===== config.mk =====
export PLATFORM = sky130hd
export DESIGN_NAME = stack_with_running_average_core
export DESIGN_NICKNAME = d
export VERILOG_FILES = /design/src/rtl/swra_pkg.sv /design/src/rtl/swra_ram.sv /design/src/rtl/swra_div.sv /design/src/rtl/stack_with_running_average_core.sv
export VERILOG_INCLUDE_DIRS = /design/src /design/src/rtl
export SDC_FILE = /design/constraint.sdc
export NUM_CORES = 1
export LEC_CHECK = 0
export BUFFER_PORTS_ARGS = -buffer_cell sky130_fd_sc_hd__buf_4
export CORE_ASPECT_RATIO = 1.75
export CORE_MARGIN = 3
export CORE_UTILIZATION = 45
export DETAILED_ROUTE_END_ITERATION = 10
export GPL_ROUTABILITY_DRIVEN = 0
export PLACE_DENSITY_LB_ADDON = 0.15
export REMOVE_ABC_BUFFERS = 1
export SYNTH_ARGS = -nofsm -noshare
export SYNTH_HDL_FRONTEND = slang
export SYNTH_SLANG_ARGS = --single-unit

===== constraint.sdc =====
create_clock -name clk -period 6.4 [get_ports clk]
set_input_delay 0.64 -clock clk [delete_from_list [all_inputs] [get_ports clk]]
set_output_delay 0.64 -clock clk [all_outputs]
set_load 0.03 [all_outputs]

===== src/rtl/assert_macros.svh =====
// Assertion macros used by the top-level RTL file.
`ifndef ASSERT_MACROS_SVH
`define ASSERT_MACROS_SVH

// Property checked at every rising clk edge outside reset.
`define ASSERT_CLK(label, prop, msg) \
  label: assert property (@(posedge clk) disable iff (!rst_n) (prop)) else $error(msg);

// Condition that must never hold outside reset.
`define ASSERT_NEVER(label, cond, msg) \
  label: assert property (@(posedge clk) disable iff (!rst_n) !(cond)) else $error(msg);

`endif


===== src/rtl/swra_pkg.sv =====
// Types, constants and codes for the stack with running mean.
`default_nettype none

package swra_pkg;

  localparam int STACK_DEPTH        = 16;
  localparam int MEAN_FRACTION_BITS = 8;

  localparam int DATA_W = 32;
  localparam int CNT_W  = $clog2(STACK_DEPTH + 1);
  localparam int PTR_W  = (STACK_DEPTH > 1) ? $clog2(STACK_DEPTH) : 1;
  localparam int SUM_W  = DATA_W + PTR_W;
  localparam int MEAN_W = 40;
  localparam int DIVD_W = SUM_W + MEAN_FRACTION_BITS;
  localparam int STEP_W = $clog2(DIVD_W);

  typedef enum logic [1:0] {
    OP_PUSH  = 2'd0,
    OP_POP   = 2'd1,
    OP_QUERY = 2'd2
  } op_t;

  typedef enum logic [1:0] {
    STAT_OK         = 2'd0,
    STAT_POP_EMPTY  = 2'd1,
    STAT_PUSH_FULL  = 2'd2
  } status_t;

  typedef enum logic [1:0] {
    ST_IDLE,
    ST_READ,
    ST_DIV,
    ST_OUT
  } state_t;

  typedef struct packed {
    logic [1:0]               operation;
    logic signed [DATA_W-1:0] push_value;
  } in_item_t;

  typedef struct packed {
    logic signed [DATA_W-1:0] top_value;
    logic                     is_empty;
    logic [4:0]               entry_count;
    logic signed [MEAN_W-1:0] mean_fixed;
    logic [1:0]               status;
  } out_item_t;

  typedef struct packed {
    logic busy;
    logic done;
  } div_status_t;

endpackage

`default_nettype wire


===== src/rtl/swra_ram.sv =====
// Generic single-write, single-read synchronous RAM with registered read data.
`default_nettype none

module swra_ram #(
  parameter int DEPTH  = 16,
  parameter int WIDTH  = 32,
  parameter int ADDR_W = (DEPTH > 1) ? $clog2(DEPTH) : 1
) (
  input  wire logic              clk,
  input  wire logic              we,
  input  wire logic [ADDR_W-1:0] waddr,
  input  wire logic [WIDTH-1:0]  wdata,
  input  wire logic              re,
  input  wire logic [ADDR_W-1:0] raddr,
  output      logic [WIDTH-1:0]  rdata
);

  logic [WIDTH-1:0] mem [DEPTH];

  always_ff @(posedge clk) begin
    if (we) begin
      mem[waddr] <= wdata;
    end
  end

  always_ff @(posedge clk) begin
    if (re) begin
      rdata <= mem[raddr];
    end
  end

endmodule

`default_nettype wire


===== src/rtl/swra_div.sv =====
// Iterative restoring divider: (sum << frac bits) / count, truncated toward zero.
`default_nettype none

module swra_div (
  input  wire logic                               clk,
  input  wire logic                               rst_n,
  input  wire logic                               start,
  input  wire logic signed [swra_pkg::SUM_W-1:0]  dividend,
  input  wire logic [swra_pkg::CNT_W-1:0]         divisor,
  output      swra_pkg::div_status_t              stat,
  output      logic signed [swra_pkg::MEAN_W-1:0] quotient
);

  localparam int DW = swra_pkg::DIVD_W;
  localparam int CW = swra_pkg::CNT_W;

  logic                          busy_r, busy_nxt;
  logic                          done_r, done_nxt;
  logic [swra_pkg::STEP_W-1:0]   step_r, step_nxt;
  logic [DW-1:0]                 acc_r, acc_nxt;
  logic [CW-1:0]                 rem_r, rem_nxt;
  logic [CW-1:0]                 dsr_r, dsr_nxt;
  logic                          neg_r, neg_nxt;
  logic [swra_pkg::SUM_W-1:0]    mag;
  logic [CW:0]                   shifted;
  logic [CW:0]                   trial;
  logic [DW-1:0]                 signed_q;

  assign mag     = dividend[swra_pkg::SUM_W-1] ? (~dividend + 1'b1) : dividend;
  assign shifted = {rem_r, acc_r[DW-1]};
  assign trial   = shifted - {1'b0, dsr_r};

  always_comb begin
    busy_nxt = busy_r;
    done_nxt = 1'b0;
    step_nxt = step_r;
    acc_nxt  = acc_r;
    rem_nxt  = rem_r;
    dsr_nxt  = dsr_r;
    neg_nxt  = neg_r;
    if (start) begin
      busy_nxt = 1'b1;
      step_nxt = '0;
      acc_nxt  = {mag, {swra_pkg::MEAN_FRACTION_BITS{1'b0}}};
      rem_nxt  = '0;
      dsr_nxt  = divisor;
      neg_nxt  = dividend[swra_pkg::SUM_W-1];
    end else if (busy_r) begin
      // one quotient bit per cycle; remainder stays below a nonzero divisor
      if (!trial[CW]) begin
        rem_nxt = trial[CW-1:0];
        acc_nxt = {acc_r[DW-2:0], 1'b1};
      end else begin
        rem_nxt = shifted[CW-1:0];
        acc_nxt = {acc_r[DW-2:0], 1'b0};
      end
      step_nxt = step_r + 1'b1;
      if (step_r == swra_pkg::STEP_W'(DW - 1)) begin
        busy_nxt = 1'b0;
        done_nxt = 1'b1;
      end
    end
  end

  always_ff @(posedge clk) begin
    if (!rst_n) begin
      busy_r <= 1'b0;
      done_r <= 1'b0;
    end else begin
      busy_r <= busy_nxt;
      done_r <= done_nxt;
    end
  end

  always_ff @(posedge clk) begin
    step_r <= step_nxt;
    acc_r  <= acc_nxt;
    rem_r  <= rem_nxt;
    dsr_r  <= dsr_nxt;
    neg_r  <= neg_nxt;
  end

  assign signed_q  = neg_r ? (~acc_r + 1'b1) : acc_r;
  assign quotient  = signed_q[swra_pkg::MEAN_W-1:0];
  assign stat.busy = busy_r;
  assign stat.done = done_r;

endmodule

`default_nettype wire


===== src/rtl/stack_with_running_average_core.sv =====
// Top level: LIFO stack in RAM with count, running sum and fixed-point mean.
//
//   port group | dir | handshake           | payload
//   in_        | in  | in_valid/in_ready   | swra_pkg::in_item_t (operation, push_value)
//   out_       | out | out_valid/out_ready | swra_pkg::out_item_t (top, empty, count, mean, status)
//
// Each request passes through accept, a RAM read state that also starts the
// bit-serial mean divider, the divider steps (one quotient bit each), latching
// the quotient, and loading the output register. The divider dominates.
// Reset clears count, sum, FSM and output valid; the entry RAM is not cleared.
// A request is accepted while a previous result still waits in the output
// register; a stalled output holds the FSM in its last state until it drains.
`default_nettype none

module stack_with_running_average_core (
  input  wire logic                clk,
  input  wire logic                rst_n,
  input  wire logic                in_valid,
  output      logic                in_ready,
  input  wire swra_pkg::in_item_t  in_data,
  output      logic                out_valid,
  input  wire logic                out_ready,
  output      swra_pkg::out_item_t out_data
);

  `include "assert_macros.svh"

  localparam int DW = swra_pkg::DATA_W;
  localparam int CW = swra_pkg::CNT_W;
  localparam int SW = swra_pkg::SUM_W;

  swra_pkg::state_t              state_r, state_nxt;
  logic [CW-1:0]                 count_r, count_nxt;
  logic signed [SW-1:0]          sum_r, sum_nxt;
  logic signed [DW-1:0]          top_r, top_nxt;
  logic [1:0]                    status_r, status_nxt;
  logic signed [swra_pkg::MEAN_W-1:0] mean_r, mean_nxt;
  logic                          rd_pend_r;
  logic                          out_valid_r, out_valid_nxt;
  swra_pkg::out_item_t           out_data_r, out_data_nxt;

  logic                          in_acc;
  logic                          div_start;
  logic                          out_load;
  logic                          ram_we;
  logic                          ram_re;
  logic [CW-1:0]                 rd_ptr;
  logic [DW-1:0]                 ram_rdata;
  logic                          is_full;
  logic                          is_empty;
  swra_pkg::div_status_t         div_stat;
  logic signed [swra_pkg::MEAN_W-1:0] div_q;

  assign in_acc   = in_valid && in_ready;
  assign is_full  = (count_r == CW'(swra_pkg::STACK_DEPTH));
  assign is_empty = (count_r == '0);
  // after a pop the new top sits two below the old count
  assign rd_ptr   = count_r - CW'(2);

  swra_ram #(
    .DEPTH (swra_pkg::STACK_DEPTH),
    .WIDTH (DW)
  ) u_ram (
    .clk   (clk),
    .we    (ram_we),
    .waddr (count_r[swra_pkg::PTR_W-1:0]),
    .wdata (in_data.push_value),
    .re    (ram_re),
    .raddr (rd_ptr[swra_pkg::PTR_W-1:0]),
    .rdata (ram_rdata)
  );

  swra_div u_div (
    .clk      (clk),
    .rst_n    (rst_n),
    .start    (div_start),
    .dividend (sum_r),
    .divisor  (count_r),
    .stat     (div_stat),
    .quotient (div_q)
  );

  // next state
  always_comb begin
    state_nxt = state_r;
    case (state_r)
      swra_pkg::ST_IDLE: if (in_acc) state_nxt = swra_pkg::ST_READ;
      swra_pkg::ST_READ: state_nxt = swra_pkg::ST_DIV;
      swra_pkg::ST_DIV:  if (div_stat.done) state_nxt = swra_pkg::ST_OUT;
      swra_pkg::ST_OUT:  if (out_load) state_nxt = swra_pkg::ST_IDLE;
      default:           state_nxt = swra_pkg::ST_IDLE;
    endcase
  end

  // FSM outputs
  always_comb begin
    in_ready  = 1'b0;
    div_start = 1'b0;
    out_load  = 1'b0;
    case (state_r)
      swra_pkg::ST_IDLE: in_ready  = 1'b1;
      swra_pkg::ST_READ: div_start = 1'b1;
      swra_pkg::ST_OUT:  out_load  = !out_valid_r || out_ready;
      default: ;
    endcase
  end

  // stack update on accept; top entry is cached so only pops touch the read port
  always_comb begin
    count_nxt  = count_r;
    sum_nxt    = sum_r;
    top_nxt    = top_r;
    status_nxt = status_r;
    ram_we     = 1'b0;
    ram_re     = 1'b0;
    if (in_acc) begin
      status_nxt = swra_pkg::STAT_OK;
      case (in_data.operation)
        swra_pkg::OP_PUSH: begin
          if (is_full) begin
            status_nxt = swra_pkg::STAT_PUSH_FULL;
          end else begin
            ram_we    = 1'b1;
            count_nxt = count_r + 1'b1;
            sum_nxt   = sum_r + {{(SW-DW){in_data.push_value[DW-1]}}, in_data.push_value};
            top_nxt   = in_data.push_value;
          end
        end
        swra_pkg::OP_POP: begin
          if (is_empty) begin
            status_nxt = swra_pkg::STAT_POP_EMPTY;
          end else begin
            ram_re    = 1'b1;
            count_nxt = count_r - 1'b1;
            sum_nxt   = sum_r - {{(SW-DW){top_r[DW-1]}}, top_r};
          end
        end
        default: ;
      endcase
    end
    if (state_r == swra_pkg::ST_READ && rd_pend_r) begin
      top_nxt = ram_rdata;
    end
  end

  always_comb begin
    mean_nxt = mean_r;
    if (state_r == swra_pkg::ST_DIV && div_stat.done) begin
      mean_nxt = div_q;
    end
  end

  always_comb begin
    out_data_nxt             = out_data_r;
    out_valid_nxt            = out_valid_r && !out_ready;
    if (out_load) begin
      out_valid_nxt            = 1'b1;
      out_data_nxt.top_value   = is_empty ? '0 : top_r;
      out_data_nxt.is_empty    = is_empty;
      out_data_nxt.entry_count = 5'(count_r);
      out_data_nxt.mean_fixed  = is_empty ? '0 : mean_r;
      out_data_nxt.status      = status_r;
    end
  end

  always_ff @(posedge clk) begin
    if (!rst_n) begin
      state_r     <= swra_pkg::ST_IDLE;
      count_r     <= '0;
      sum_r       <= '0;
      rd_pend_r   <= 1'b0;
      out_valid_r <= 1'b0;
    end else begin
      state_r     <= state_nxt;
      count_r     <= count_nxt;
      sum_r       <= sum_nxt;
      rd_pend_r   <= ram_re;
      out_valid_r <= out_valid_nxt;
    end
  end

  always_ff @(posedge clk) begin
    top_r      <= top_nxt;
    status_r   <= status_nxt;
    mean_r     <= mean_nxt;
    out_data_r <= out_data_nxt;
  end

  assign out_valid = out_valid_r;
  assign out_data  = out_data_r;

  `ASSERT_NEVER(a_count_bound, count_r > CW'(swra_pkg::STACK_DEPTH), "entry count above depth")
  `ASSERT_NEVER(a_acc_div_busy, in_acc && div_stat.busy, "request accepted during divide")
  `ASSERT_CLK(a_done_in_div, div_stat.done |-> state_r == swra_pkg::ST_DIV, "divider done outside wait")
  `ASSERT_CLK(a_rd_then_start, rd_pend_r |-> state_r == swra_pkg::ST_READ, "read data out of step")
  `ASSERT_CLK(a_load_valid, out_load |=> out_valid_r, "result load did not raise valid")

endmodule

`default_nettype wire


# ---- Word level (Yosys, flattened, before mapping)
# Memories as Yosys holds them, arrays and structs flattened. A register that Yosys moved wholly into a read port is not among the register bits.
# Cells that the tools add are included.
dict set report word_totals {
  ff_bits 262
  mem_bits_rw 512
  input_bits 38
  out_inout_bits 82
  elab_cells 104
  memories 1
}
dict set report classes {
  addsub 9
  eq_ne 12
  muxes 39
  n_bitwise 4
  n_reduce_logical 18
}
# name words width rd rd_ports_with_merged_regs wr line
set mem_list {}
lappend mem_list {u_ram.mem 16 32 1 1 1 swra_ram.sv:18} ;# logic [WIDTH-1:0] mem [DEPTH];
# operator count
set op_table {}
lappend op_table {{$mux 32} 4}
lappend op_table {{$mux 36} 3}
lappend op_table {{$mux 44} 2}
lappend op_table {{$pmux 36 s2} 1}
lappend op_table {{$add 40x1->40 const B} 1}
lappend op_table {{$mux 40} 1}
lappend op_table {{$not 40->40} 1}
lappend op_table {{$add 36x1->36 const B} 1}
lappend op_table {{$add 36x36->36} 1}
lappend op_table {{$not 36->36} 1}
lappend op_table {{$sub 36x36->36} 1}
lappend op_table {{$mux 1} 18}
lappend op_table {{$mux 5} 3}
lappend op_table {{$pmux 5 s2} 1}
lappend op_table {{$mux 2} 4}
lappend op_table {{$ne 2x2->1 const B} 4}
lappend op_table {{$pmux 2 s4} 1}
lappend op_table {{$reduce_bool 2->1} 4}
lappend op_table {{$add 6x1->6 const B} 1}
lappend op_table {{$eq 6x6->1 const B} 1}
lappend op_table {{$reduce_and 3->1} 2}
lappend op_table {{$sub 6x5->6} 1}
lappend op_table {{$add 5x1->5 const B} 1}
lappend op_table {{$eq 5x5->1 const B} 1}
lappend op_table {{14 further kinds} 23}

# ---- Longest topological paths before layout
# Gate-level depths: netlist (run 1).
dict set report depth {
  word_depth 6
  ltp_mapped 20
  mapped_depth_nobuf 20
}

# ---- By module
# A second synthesis (run 1) with hierarchy kept.
dict set report hier_totals {
  cells_unflattened 2206
  area_unflattened_um2 34783.4
}
# module instances cells_per_inst area_each_um2 seq_area_each_um2
set by_module_without_submodules {}
lappend by_module_without_submodules {swra_ram 1 838 20155.6 16335.7}
lappend by_module_without_submodules {stack_with_running_average_core 1 912 10157.2 5525.3}
lappend by_module_without_submodules {swra_div 1 456 4470.5 1681.6}

# ---- Worst setup path after synthesis (run 1)
# No wires, ideal clock.
dict set report synth_timing {
  kind {register to register}
  startpoint {reg state_r[0]}
  endpoint {mem u_ram.mem[12][0], enable pin}
  setup_ps 501
  arrival_time_ps 4484
  t_required_ps 5899
  slack_ps 1414
  path_stages_with_launch 6
  n_path_buf 0
  synth_period_minus_slack_ps 4986
  path_cell_list {dfxtp_1 > inv_1 > ha_1 > nand2_1 > or3_1 > nor4_1}
}
dict set report synth_between {
  elab_chain_cells 6
}
# element line
set synth_rtl {}
lappend synth_rtl {{from (decl)} stack_with_running_average_core.sv:32} ;# swra_pkg::state_t state_r, state_nxt;
lappend synth_rtl {{from (signal assigned)} stack_with_running_average_core.sv:168} ;# state_r <= swra_pkg::ST_IDLE;
lappend synth_rtl {{from (signal assigned)} stack_with_running_average_core.sv:174} ;# state_r <= state_nxt;
lappend synth_rtl {{$logic_not 2->1} stack_with_running_average_core.sv:100} ;# case (state_r)
lappend synth_rtl {{$mux 1} stack_with_running_average_core.sv:100}
lappend synth_rtl {{named net in_ready} stack_with_running_average_core.sv:19} ;# output logic in_ready,
lappend synth_rtl {{$logic_and 1x1->1} stack_with_running_average_core.sv:54} ;# assign in_acc = in_valid && in_ready;
lappend synth_rtl {{$mux 1} stack_with_running_average_core.sv:116} ;# if (in_acc) begin
lappend synth_rtl {{$mux 1} swra_ram.sv:21} ;# if (we) begin
lappend synth_rtl {{$mux 1 (not written as such)} swra_ram.sv:22} ;# mem[waddr] <= wdata;
lappend synth_rtl {{to (decl)} swra_ram.sv:18}
# The timed path passes the listed nets, and every way through them passes these cells.

# ---- Final worst setup path (run 1)
dict set report layout_timing {
  startpoint {in in_data[7] (netlist bit)}
  endpoint {reg sum_r[35]}
}
dict set report layout_between {
  elab_chain_cells 3
}
# element line
set layout_rtl {}
lappend layout_rtl {{from (decl)} stack_with_running_average_core.sv:20} ;# input wire swra_pkg::in_item_t in_data,
lappend layout_rtl {{$add 36x36->36} stack_with_running_average_core.sv:125} ;# sum_nxt = sum_r + {{(SW-DW){in_data.push_value[DW-1]}}, in_data.push_value};
lappend layout_rtl {{$mux 36} stack_with_running_average_core.sv:120} ;# if (is_full) begin
lappend layout_rtl {{$pmux 36 s2} stack_with_running_average_core.sv:118} ;# case (in_data.operation)
lappend layout_rtl {{to (signal assigned)} stack_with_running_average_core.sv:176} ;# sum_r <= sum_nxt;
lappend layout_rtl {{to (decl)} stack_with_running_average_core.sv:34} ;# logic signed [SW-1:0] sum_r, sum_nxt;
# No other way between the ends. The select of a mux whose other input is x is not followed.
# A chain may end at the register's enable or synchronous reset.

==> impl_metrics.yaml, run 1 <==
status:
  status: "complete, no violations"
clock_tree:
  cts_buffers: 74
  clkSinkCount: 806
  cts_htree_levels: 3
  postCtsSetupBuffers: 0
  clk_pin_slew_ps: 60
  root_buffer: "clkbuf_16"
  clk_latency_ps: 650
  cts_resized: 0
  hold_buffers: 0
  cts_tree: "done"
  cts_buffer_depth: 3
layout:
  final_core_util_pct: 51.8
  drive_above_1_share_pct: 21.4
  fin_nets: 2385
  areaGrowthSynthToFinish_pct: 13.4
  fillCellCount: 6189
  final-seq-area_mm2: 0.0236
  multi_input_area_mm2: 0.0107
logic_synthesis:
  synth_top_family_by_area: "multiplexers"
  synth_area_leader_cell: "edfxtp_1"
  netlist_area_mm2: 0.0346
  synth_seq_cells: 806
  synthAdderAreaFrac_pct: 2.06
  syn_inst: 2162
  synth_compound_area_share_pct: 5.76
  synth_xor_area_share_pct: 3.52
  yosysSeqAreaShare_pct: 68.1
  synth-simple-area-share_pct: 7.11
  ys.flop_type: "edfxtp_1"
  synth-edff-count: 740
  synth.area.mux_share_pct: 12.0
  yosys.cell_count.top_type: "edfxtp_1"
  synthTopCellsByCount: "740 x edfxtp_1, 189 x nand2_1, 160 x mux4_2"
  synthTopCellsByArea: "edfxtp_1 64%, mux4_2 10%, dfxtp_1 3.8%, xnor2_1 2.2%, nand2_1 2.1%"
  yosysUniqueCellTypes: 66
  async_flop_share_pct: 0
  synth.top_cell.area_share_pct: 64.3
  synth.avg_cell_area_um2: 16.0
  yosysWarnings: 0
grt:
  antenna_found_initial: 2
  grt.total_usage_pct: 20.4
  grt_max_degree: 100
  grt_overflow_total: 0
  grt_pass1_vias: 20000
  grt_pass1_wl_um: 123000
pwr:
  p_seq_share_pct: 47.6
  switching_share_pct: 28.2
  p_sw_w: 0.00390
  p_comb_share_pct: 20.8
  intPower_w: 0.00994
  powerDensity_mw_per_mm2: 353
  leakage_nw: 13.0
  power_frac_clock_pct: 31.6
  peakVddDrop_uv: 332
setup_path:
  worstPathMaxFanout: 19
  r2r_start: "top_r[3]"
  cp-end-kind: "flop"
  cp-start-kind: "input port"
  ff2ff_path_depth: 11
  crit_family: "simple AND/OR/NAND/NOR gates"
  critical_path_required_ps: 6970
  regToRegSetupSlack_ps: 2030
  critPathBufInv: 2
  worstSetupPathType: "input port to flop"
  path_cells: "buf_4 -> nor4_1 -> nand3_1 -> nor2b_1 -> nand3b_1 -> xnor2_1 -> nand2_1 -> o21ai_0 -> ha_1 -> and3_1 -> o2111a_1 -> o2bb2ai_1 -> a211oi_1 -> buf_4 -> o41ai_1 -> a31oi_1 -> or4b_1 -> a31oi_1 -> mux2i_1"
  slowest_stage: "o41ai_1"
  max_stage_delay_ps: 900
  worstReg2RegEnd: "sum_r[35]"
  crit_arrival_ps: 5950
placement:
  port_buffers: 119
  hpwl_um: 48600
  post-place-ws_ps: 344
floorplanning:
  start_util_pct: 45.7
  die_h_um: 373
  io-pin-count: 120
  num_rows: 133
  dieArea_mm2: 0.0803
  core_mm2: 0.0757
  die_width_um: 216
detailed_routing:
  drt-wirelength-per-cell_um: 24.2
  dr_total_vias: 19200
  m1WireLength_um: 31200
  highest_layer: "met4"
  dr.first_iter.drc_count: 1339
  route.detailed.drc: 0
  wl_met2_um: 43700
  wirelength_um: 81400
  viasPerCell: 5.69
  antenna_left: 0
  first_pass_iters: 5
  wl_met3_um: 4110
flow_run:
  cap_violations: 0
hold_path:
  min_path_type: "input port to flop"
  hp-start: "in_data[7]"
  hold_path_depth: 1
  hold_end: "u_ram.mem[0][7]"
timing:
  timing.final.crit_share_pct: 84.1
  relSlewSlack_pct: 29.2
  clock.fmax_mhz: 186
  fin_crit_ps: 5380
  worst_pin_slew_ps: 1050
  rsz0062_at_grt: "no"
  hold_violations: 0
  layout_setup_ws_ps: 1020
  report.final.slew_viol_count: 0
  finalClockSkew_ps: 20.4
  finalSetupViolations: 0
==> how the worst max path moves through the flow <==
stage	startpoint	endpoint	slack [ps]	cells past startpoint
floorplan	count_r[0]	u_ram.rdata[0]	-3680	4
global placement	in_data[5]	sum_r[35]	460	19
detailed placement	in_data[7]	sum_r[35]	340	19
CTS	in_data[7]	sum_r[35]	1030	19
global route	in_data[5]	sum_r[35]	390	19
finish	in_data[7]	sum_r[35]	1020	19
==> cells in the final DEF (no fill, tap or decap), types with 16 or more instances in the layout <==
cell       count
a21o_1        32
a21oi_1       92
and2_1        76
buf_4        155
clkbuf_16     77
clkinv_2      16
dfxtp_1       63
edfxtp_1     740
ha_1          50
inv_1         33
mux2_2        33
mux2i_1       17
mux4_2       160
nand2_1      188
nand3_1       25
nor2_1        72
nor3_1        17
o21ai_0       90
o31ai_1       17
or3_1         20
xnor2_1       86
xor2_1        52
==> worst register-to-register path: cells and delay by family (launching register included) <==
family	cells	cell delay, ps
AND/OR/NAND/NOR	1	570
AO/OA/AOI/OAI	7	2630
flip-flops	1	430
buffers and inverters	1	180
adder cells (fa/ha/maj)	1	300
multiplexers	1	190
==> cell type report <==
type	instances	area share (%)
flip-flops and latches	806	60.1
clock inverters	43	0.983
well taps	1012	3.23
diodes	2	0.0128
multi-input cells	1220	27.3
inverters	34	0.326
clock buffers	92	5.08
repair buffers	156	3.02
==> per-layer routing <==
layer  up-vias  track usage (%)
met5         -                0
li1       8648                -
met3       158             3.08
met2       550             37.3
met1      9802             24.3
met4         0             7.35
==> state kept, by name (all words and copies together), names as in the netlist, 2 cells and up <==
name / cells
count_r: 5
u_div.dsr_r: 5
state_r: 2
u_div.rem_r: 5
u_div.step_r: 6
mean_r: 40
top_r: 32
status_r: 2
u_div.acc_r: 44
u_ram.mem: 512
u_ram.rdata: 32
sum_r: 36
out_data: 80
==> stage by stage <==
step	setup TNS, ps	instances	hold WS (ps)	area [um^2]	power (W)
2_1_floorplan	-1310720	2060	400	34200	0.00883
3_3_place_gp	0	3228	408	36800	0.00954
3_5_place_dp	0	3228	415	36800	0.00963
4_1_cts	0	3363	280	39200	0.0140
5_1_grt	0	3365	318	39200	0.0145
6_report	0	3365	338	39200	0.0138
==> cell families after synthesis <==
logic type,after synthesis
AOI/OAI and AO/OA,320
xor gates and xnor gates,139
adders and majority gates,55
buffers and inverters,136
DFF,806
muxes,210
and+or+nand+nor,496
==> power by group through the flow <==
stage	Combinational [W]	Clock [W]	Sequential [W]
global route	0.00318	0.00469	0.00662
CTS	0.00294	0.00449	0.00658
finish	0.00288	0.00437	0.00658
detailed placement	0.00293	0	0.00669
global placement	0.00286	0	0.00668
floorplan	0.00199	0	0.00684
(Power assumes the default switching activity.)
==> run 2, diff against run 1 <==
==> constraint.sdc (replaced) <==
create_clock -name clk -period 5.4 [get_ports clk]
set_input_delay 0.54 -clock clk [delete_from_list [all_inputs] [get_ports clk]]
set_output_delay 0.54 -clock clk [all_outputs]
set_load 0.03 [all_outputs]
==> run 2 against run 1 <==
Flip-flop and latch count unchanged. Global-route usage decreased by 0.18 points. Critical path type unchanged. Sequential power grew 19%. Final cell count rose by 0.30%. Critical path depth is the same. Die area unchanged.
==> impl_metrics.yaml, run 2 (synthesis gave the netlist of run 1 again) <==
floorplanning:
  die_h_um: 373
  core_mm2: 0.0757
  dieArea_mm2: 0.0803
  start_util_pct: 45.7
  io-pin-count: 120
  num_rows: 133
  die_width_um: 216
pwr:
  peakVddDrop_uv: 255
  finalPower_w: 0.0164
  leakage_nw: 13.1
  powerDensity_mw_per_mm2: 418
grt:
  grt.total_usage_pct: 20.2
  grt_pass1_wl_um: 123000
  antenna_found_initial: 2
  grt_pass1_vias: 20100
  grt_max_degree: 87
  grt_overflow_total: 0
timing:
  clock.fmax_mhz: 219
  worst_pin_slew_ps: 1130
  fin_crit_ps: 4570
  finalClockSkew_ps: 24.6
  hold_violations: 0
  layout_setup_ws_ps: 835
  rsz0062_at_grt: "no"
  finalSetupViolations: 0
  relSlewSlack_pct: 24.7
  final.setup.tns_ps: 0
  timing.final.crit_share_pct: 84.5
  report.final.slew_viol_count: 0
setup_path:
  worstPathMaxFanout: 21
  path_cells: "buf_4 -> nor4_1 -> nand3_1 -> nor2b_1 -> buf_4 -> nand3b_1 -> xnor2_1 -> nand2_1 -> o21ai_0 -> ha_1 -> and3_1 -> o2111a_1 -> o2bb2ai_1 -> a211oi_1 -> o41ai_1 -> a31oi_1 -> or4b_1 -> a31oi_1 -> mux2i_1"
  critical_path_required_ps: 5980
  cp-start-kind: "input port"
  slowest_stage: "o41ai_1"
  max_stage_delay_ps: 650
  regToRegSetupSlack_ps: 1520
  crit_arrival_ps: 5140
  cp-end-kind: "flop"
  worstSetupPathType: "input port to flop"
detailed_routing:
  route.detailed.drc: 0
  first_pass_iters: 5
  wirelength_um: 80600
  dr.first_iter.drc_count: 1492
  dr_total_vias: 19300
  antenna_left: 0
  drt-wirelength-per-cell_um: 23.9
  viasPerCell: 5.70
placement:
  post-place-ws_ps: 253
  numPlacedInstances: 3240
  port_buffers: 119
  hpwl_um: 49800
clock_tree:
  cts_htree_levels: 3
  cts_buffer_depth: 3
  cts_resized: 0
  clk_pin_slew_ps: 70
  cts_tree: "done"
  cts_buffers: 73
  root_buffer: "clkbuf_16"
  hold_buffers: 0
  clk_latency_ps: 660
  postCtsSetupBuffers: 0
  clkSinkCount: 806
layout:
  largest_reg_flops: 512
  areaGrowthSynthToFinish_pct: 13.7
  drive_above_1_share_pct: 21.3
  regMostFlops: "u_ram.mem"
  fin_cells: 3375
  fin_nets: 2396
  mostFrequentLayoutCells: "740 x edfxtp_1, 188 x nand2_1, 167 x buf_4"
  final_common_cell: "edfxtp_1"
hold_path:
  min_path_type: "input port to flop"
status:
  status: "complete, no violations"
flow_run:
  cap_violations: 0
## run 2: layout make-up
type | count | area (um^2)
multi-input combinational | 1220 | 10700
clock buffer | 85 | 1890
antenna | 2 | 5.00
timing repair buffer | 168 | 1270
tap | 1012 | 1270
inverter | 34 | 128
fill | 6212 | 36400
sequential | 806 | 23600
clock inverter | 48 | 495
## run 2: worst max-delay path, delay by kind of cell
family / cells / cell delay, ps
AND/OR/NAND/NOR: 7 / 1820
AO/OA/AOI/OAI: 7 / 1680
adder cells (fa/ha/maj): 1 / 400
buffers and inverters: 2 / 360
multiplexers: 1 / 200
XOR/XNOR: 1 / 130
## run 2: path summary, 6_finish.rpt
| check | from | to | depth (start not counted) |
|---|---|---|---|
| min reg2reg | status_r[1] | out_data[1] | 0 |
| max | in_data[5] | sum_r[35] | 19 |
| min | in_data[31] | u_ram.mem[8][31] | 1 |
| max reg2reg | top_r[1] | sum_r[35] | 11 |
## run 2: routing by layer
layer	global-route usage [%]	routed length, um	vias to the layer above
met5	0	0	-
met2	36.7	42700	529
met4	7.09	2480	0
met3	3.26	3760	151
met1	24.4	31700	9909
li1	-	-	8663
## run 2: where the power goes
group,internal (W),switching [W]
Clock,0.00289,0.00232
Sequential,0.00744,0.000386
Combinational,0.00146,0.00195
## run 2: metrics by stage
step | cell area, um^2 | hold slack [ps] | util [%]
floorplan | 34200 | 400 | -
global placement | 36900 | 456 | 48.7
detailed placement | 36900 | 427 | 48.7
CTS | 39300 | 164 | 51.9
global route | 39300 | 202 | 51.9
finish | 39300 | 222 | 51.9
==> run 3, diff against run 2 <==
--- a/config.mk
+++ b/config.mk
@@ -6,6 +6,7 @@
 export SDC_FILE = /design/constraint.sdc
 export NUM_CORES = 1
 export LEC_CHECK = 0
+export ABC_AREA = 1
 export BUFFER_PORTS_ARGS = -buffer_cell sky130_fd_sc_hd__buf_4
 export CORE_ASPECT_RATIO = 1.75
 export CORE_MARGIN = 3
==> constraint.sdc (replaced) <==
create_clock -name clk -period 4.6 [get_ports clk]
set_input_delay 0.46 -clock clk [delete_from_list [all_inputs] [get_ports clk]]
set_output_delay 0.46 -clock clk [all_outputs]
set_load 0.03 [all_outputs]
==> run 3 against run 2 <==
Worst hold slack got worse by 110 ps. First-iteration DRC count increased by 31%. Area after synthesis grew 2.1%. Flip-flop and latch count did not move. Clock skew increased by 2.0 ps. Cell area rose by 1.8%. Critical endpoint is now sum_r[29]. Highest routed layer is now met5.
==> impl_metrics.yaml, run 3 <==
status:
  status: "complete, no violations"
setup_path:
  cp-start-kind: "input port"
  cp-end-kind: "flop"
  ff2ff_path_depth: 14
  crit_arrival_ps: 4310
  r2r_start: "top_r[0]"
  critical_path_required_ps: 5150
  worstPathMaxFanout: 17
  worstSetupPathType: "input port to flop"
  worstReg2RegEnd: "sum_r[30]"
  regToRegSetupSlack_ps: 1400
layout:
  regMostFlops: "u_ram.mem"
  final_common_cell: "edfxtp_1"
  final-seq-area_mm2: 0.0235
  mostFrequentLayoutCells: "740 x edfxtp_1, 569 x nand2_1, 297 x inv_1"
  fin_cells: 4314
  largest_reg_flops: 512
  fin_nets: 3320
  areaGrowthSynthToFinish_pct: 13.3
  fillCellCount: 6685
  multi_input_area_mm2: 0.0102
  final_core_util_pct: 51.6
  drive_above_1_share_pct: 11.1
timing:
  final.setup.tns_ps: 0
  finalClockSkew_ps: 26.6
  fin_hold_ws_ps: 112
  relSlewSlack_pct: 25.3
  fin_crit_ps: 3760
  finalSetupViolations: 0
  report.final.slew_viol_count: 0
  clock.fmax_mhz: 266
  rsz0062_at_grt: "no"
  timing.final.crit_share_pct: 81.7
  hold_violations: 0
  worst_pin_slew_ps: 1120
detailed_routing:
  wirelength_um: 96900
  drt-wirelength-per-cell_um: 22.5
  viasPerCell: 5.64
  dr.first_iter.drc_count: 1956
  antenna_left: 0
  route.detailed.drc: 0
  first_pass_iters: 6
  dr_total_vias: 24300
floorplanning:
  num_rows: 135
  io-pin-count: 120
  dieArea_mm2: 0.0820
  die_h_um: 377
  die_width_um: 218
  core_mm2: 0.0775
  start_util_pct: 45.5
logic_synthesis:
  synth_area_leader_cell: "edfxtp_1"
  yosysWarnings: 0
  async_flop_share_pct: 0
  ys.flop_type: "edfxtp_1"
  yosys.cell_count.top_type: "edfxtp_1"
  synth_seq_cells: 806
  synth.top_cell.area_share_pct: 62.9
  synthTopCellsByArea: "edfxtp_1 63%, nand2_1 6.1%, a22oi_1 4.0%, dfxtp_1 3.7%, inv_1 3.2%"
  synth.avg_cell_area_um2: 11.4
  synth-edff-count: 740
  synthTopCellsByCount: "740 x edfxtp_1, 570 x nand2_1, 301 x inv_1"
  yosysSeqAreaShare_pct: 66.7
  yosysUniqueCellTypes: 53
  netlist_area_mm2: 0.0353
  syn_inst: 3105
placement:
  hpwl_um: 61500
  numPlacedInstances: 4178
  port_buffers: 119
clock_tree:
  clk_latency_ps: 650
  root_buffer: "clkbuf_16"
  cts_tree: "done"
  clkSinkCount: 806
  postCtsSetupBuffers: 0
  cts_htree_levels: 3
  cts_resized: 0
  hold_buffers: 0
  cts_buffer_depth: 3
  clk_pin_slew_ps: 60
  cts_buffers: 74
hold_path:
  hold_end: "u_ram.mem[15][15]"
  hold_path_depth: 1
  hp-start: "in_data[15]"
  min_path_type: "input port to flop"
grt:
  grt.total_usage_pct: 23.5
  antenna_found_initial: 2
  grt_overflow_total: 0
  grt_max_degree: 129
  grt_pass1_vias: 25100
  grt_pass1_wl_um: 146000
flow_run:
  cap_violations: 0
pwr:
  powerDensity_mw_per_mm2: 503
  peakVddDrop_uv: 343
  leakage_nw: 14.8
  finalPower_w: 0.0201
run 3: cells by family after synthesis:
family	synth area share (%)
mux	0.443
buf+inv	4.79
xor+xnor	1.96
compound gates	10.2
simple gates	13.9
flops	66.7
fa+ha+maj	2.01
run 3: worst max path at each step:
stage                          start         to  slack (ps)  cells past startpoint
after floorplan           count_r[0]  sum_r[14]       -2730                      7
final                     in_data[0]  sum_r[29]         840                     23
after global routing      in_data[0]  sum_r[26]         550                     24
after global placement    in_data[0]  sum_r[31]         200                     23
after CTS                 in_data[0]  sum_r[31]         940                     23
after detailed placement  in_data[0]  sum_r[31]         240                     23
run 3: critical path, cell delays in order:
cell and delay (ps):
buf_4 170, inv_1 220, ha_1 250, nand3_1 130, nor2_2 120, nand2_1 100
nor2_2 210, nand2_2 110, nor2_4 170, nand2_1 110, xor2_1 150, nand2_1 60
o21ai_0 80, ha_1 350, nand2_1 110, nor2_1 220, nand2_1 80, o21ai_1 600
nand3_1 220, nand3_1 150, nand3_1 90, nand2_1 100, inv_1 40
run 3: final cells by class:
type | count | area share, %
Tap cell | 1027 | 3.21
Antenna cell | 1 | 0.00625
Clock buffer | 93 | 4.96
Inverter | 309 | 2.92
Timing Repair Buffer | 171 | 3.36
Multi-Input combinational cell | 1865 | 25.6
Clock inverter | 42 | 1.11
Sequential cell | 806 | 58.8
run 3: stage by stage:
| stage | area [um^2] | worst slack, ps |
|---|---|---|
| after global routing | 40000 | 551 |
| after detailed placement | 37600 | 245 |
| after global placement | 37600 | 199 |
| after CTS | 40000 | 939 |
| after floorplan | 34800 | -2730 |
| final | 40000 | 843 |
run 3: layer usage:
metal,vias up,share of wire (%),wire length (um),GRT usage [%]
met3,260,4.9,4760,3.35
li1,11300,-,-,-
met4,2,5.2,4990,11.9
met5,-,0.013,13,0
met2,842,54,52100,44.6
met1,11900,36,35000,25.2
run 3: where the power goes:
group	switching, W	total [W]	internal [W]
Sequential	0.000341	0.00906	0.00872
Combinational	0.00339	0.00482	0.00143
Clock	0.00274	0.00624	0.00349
Total	0.00647	0.0201	0.0136
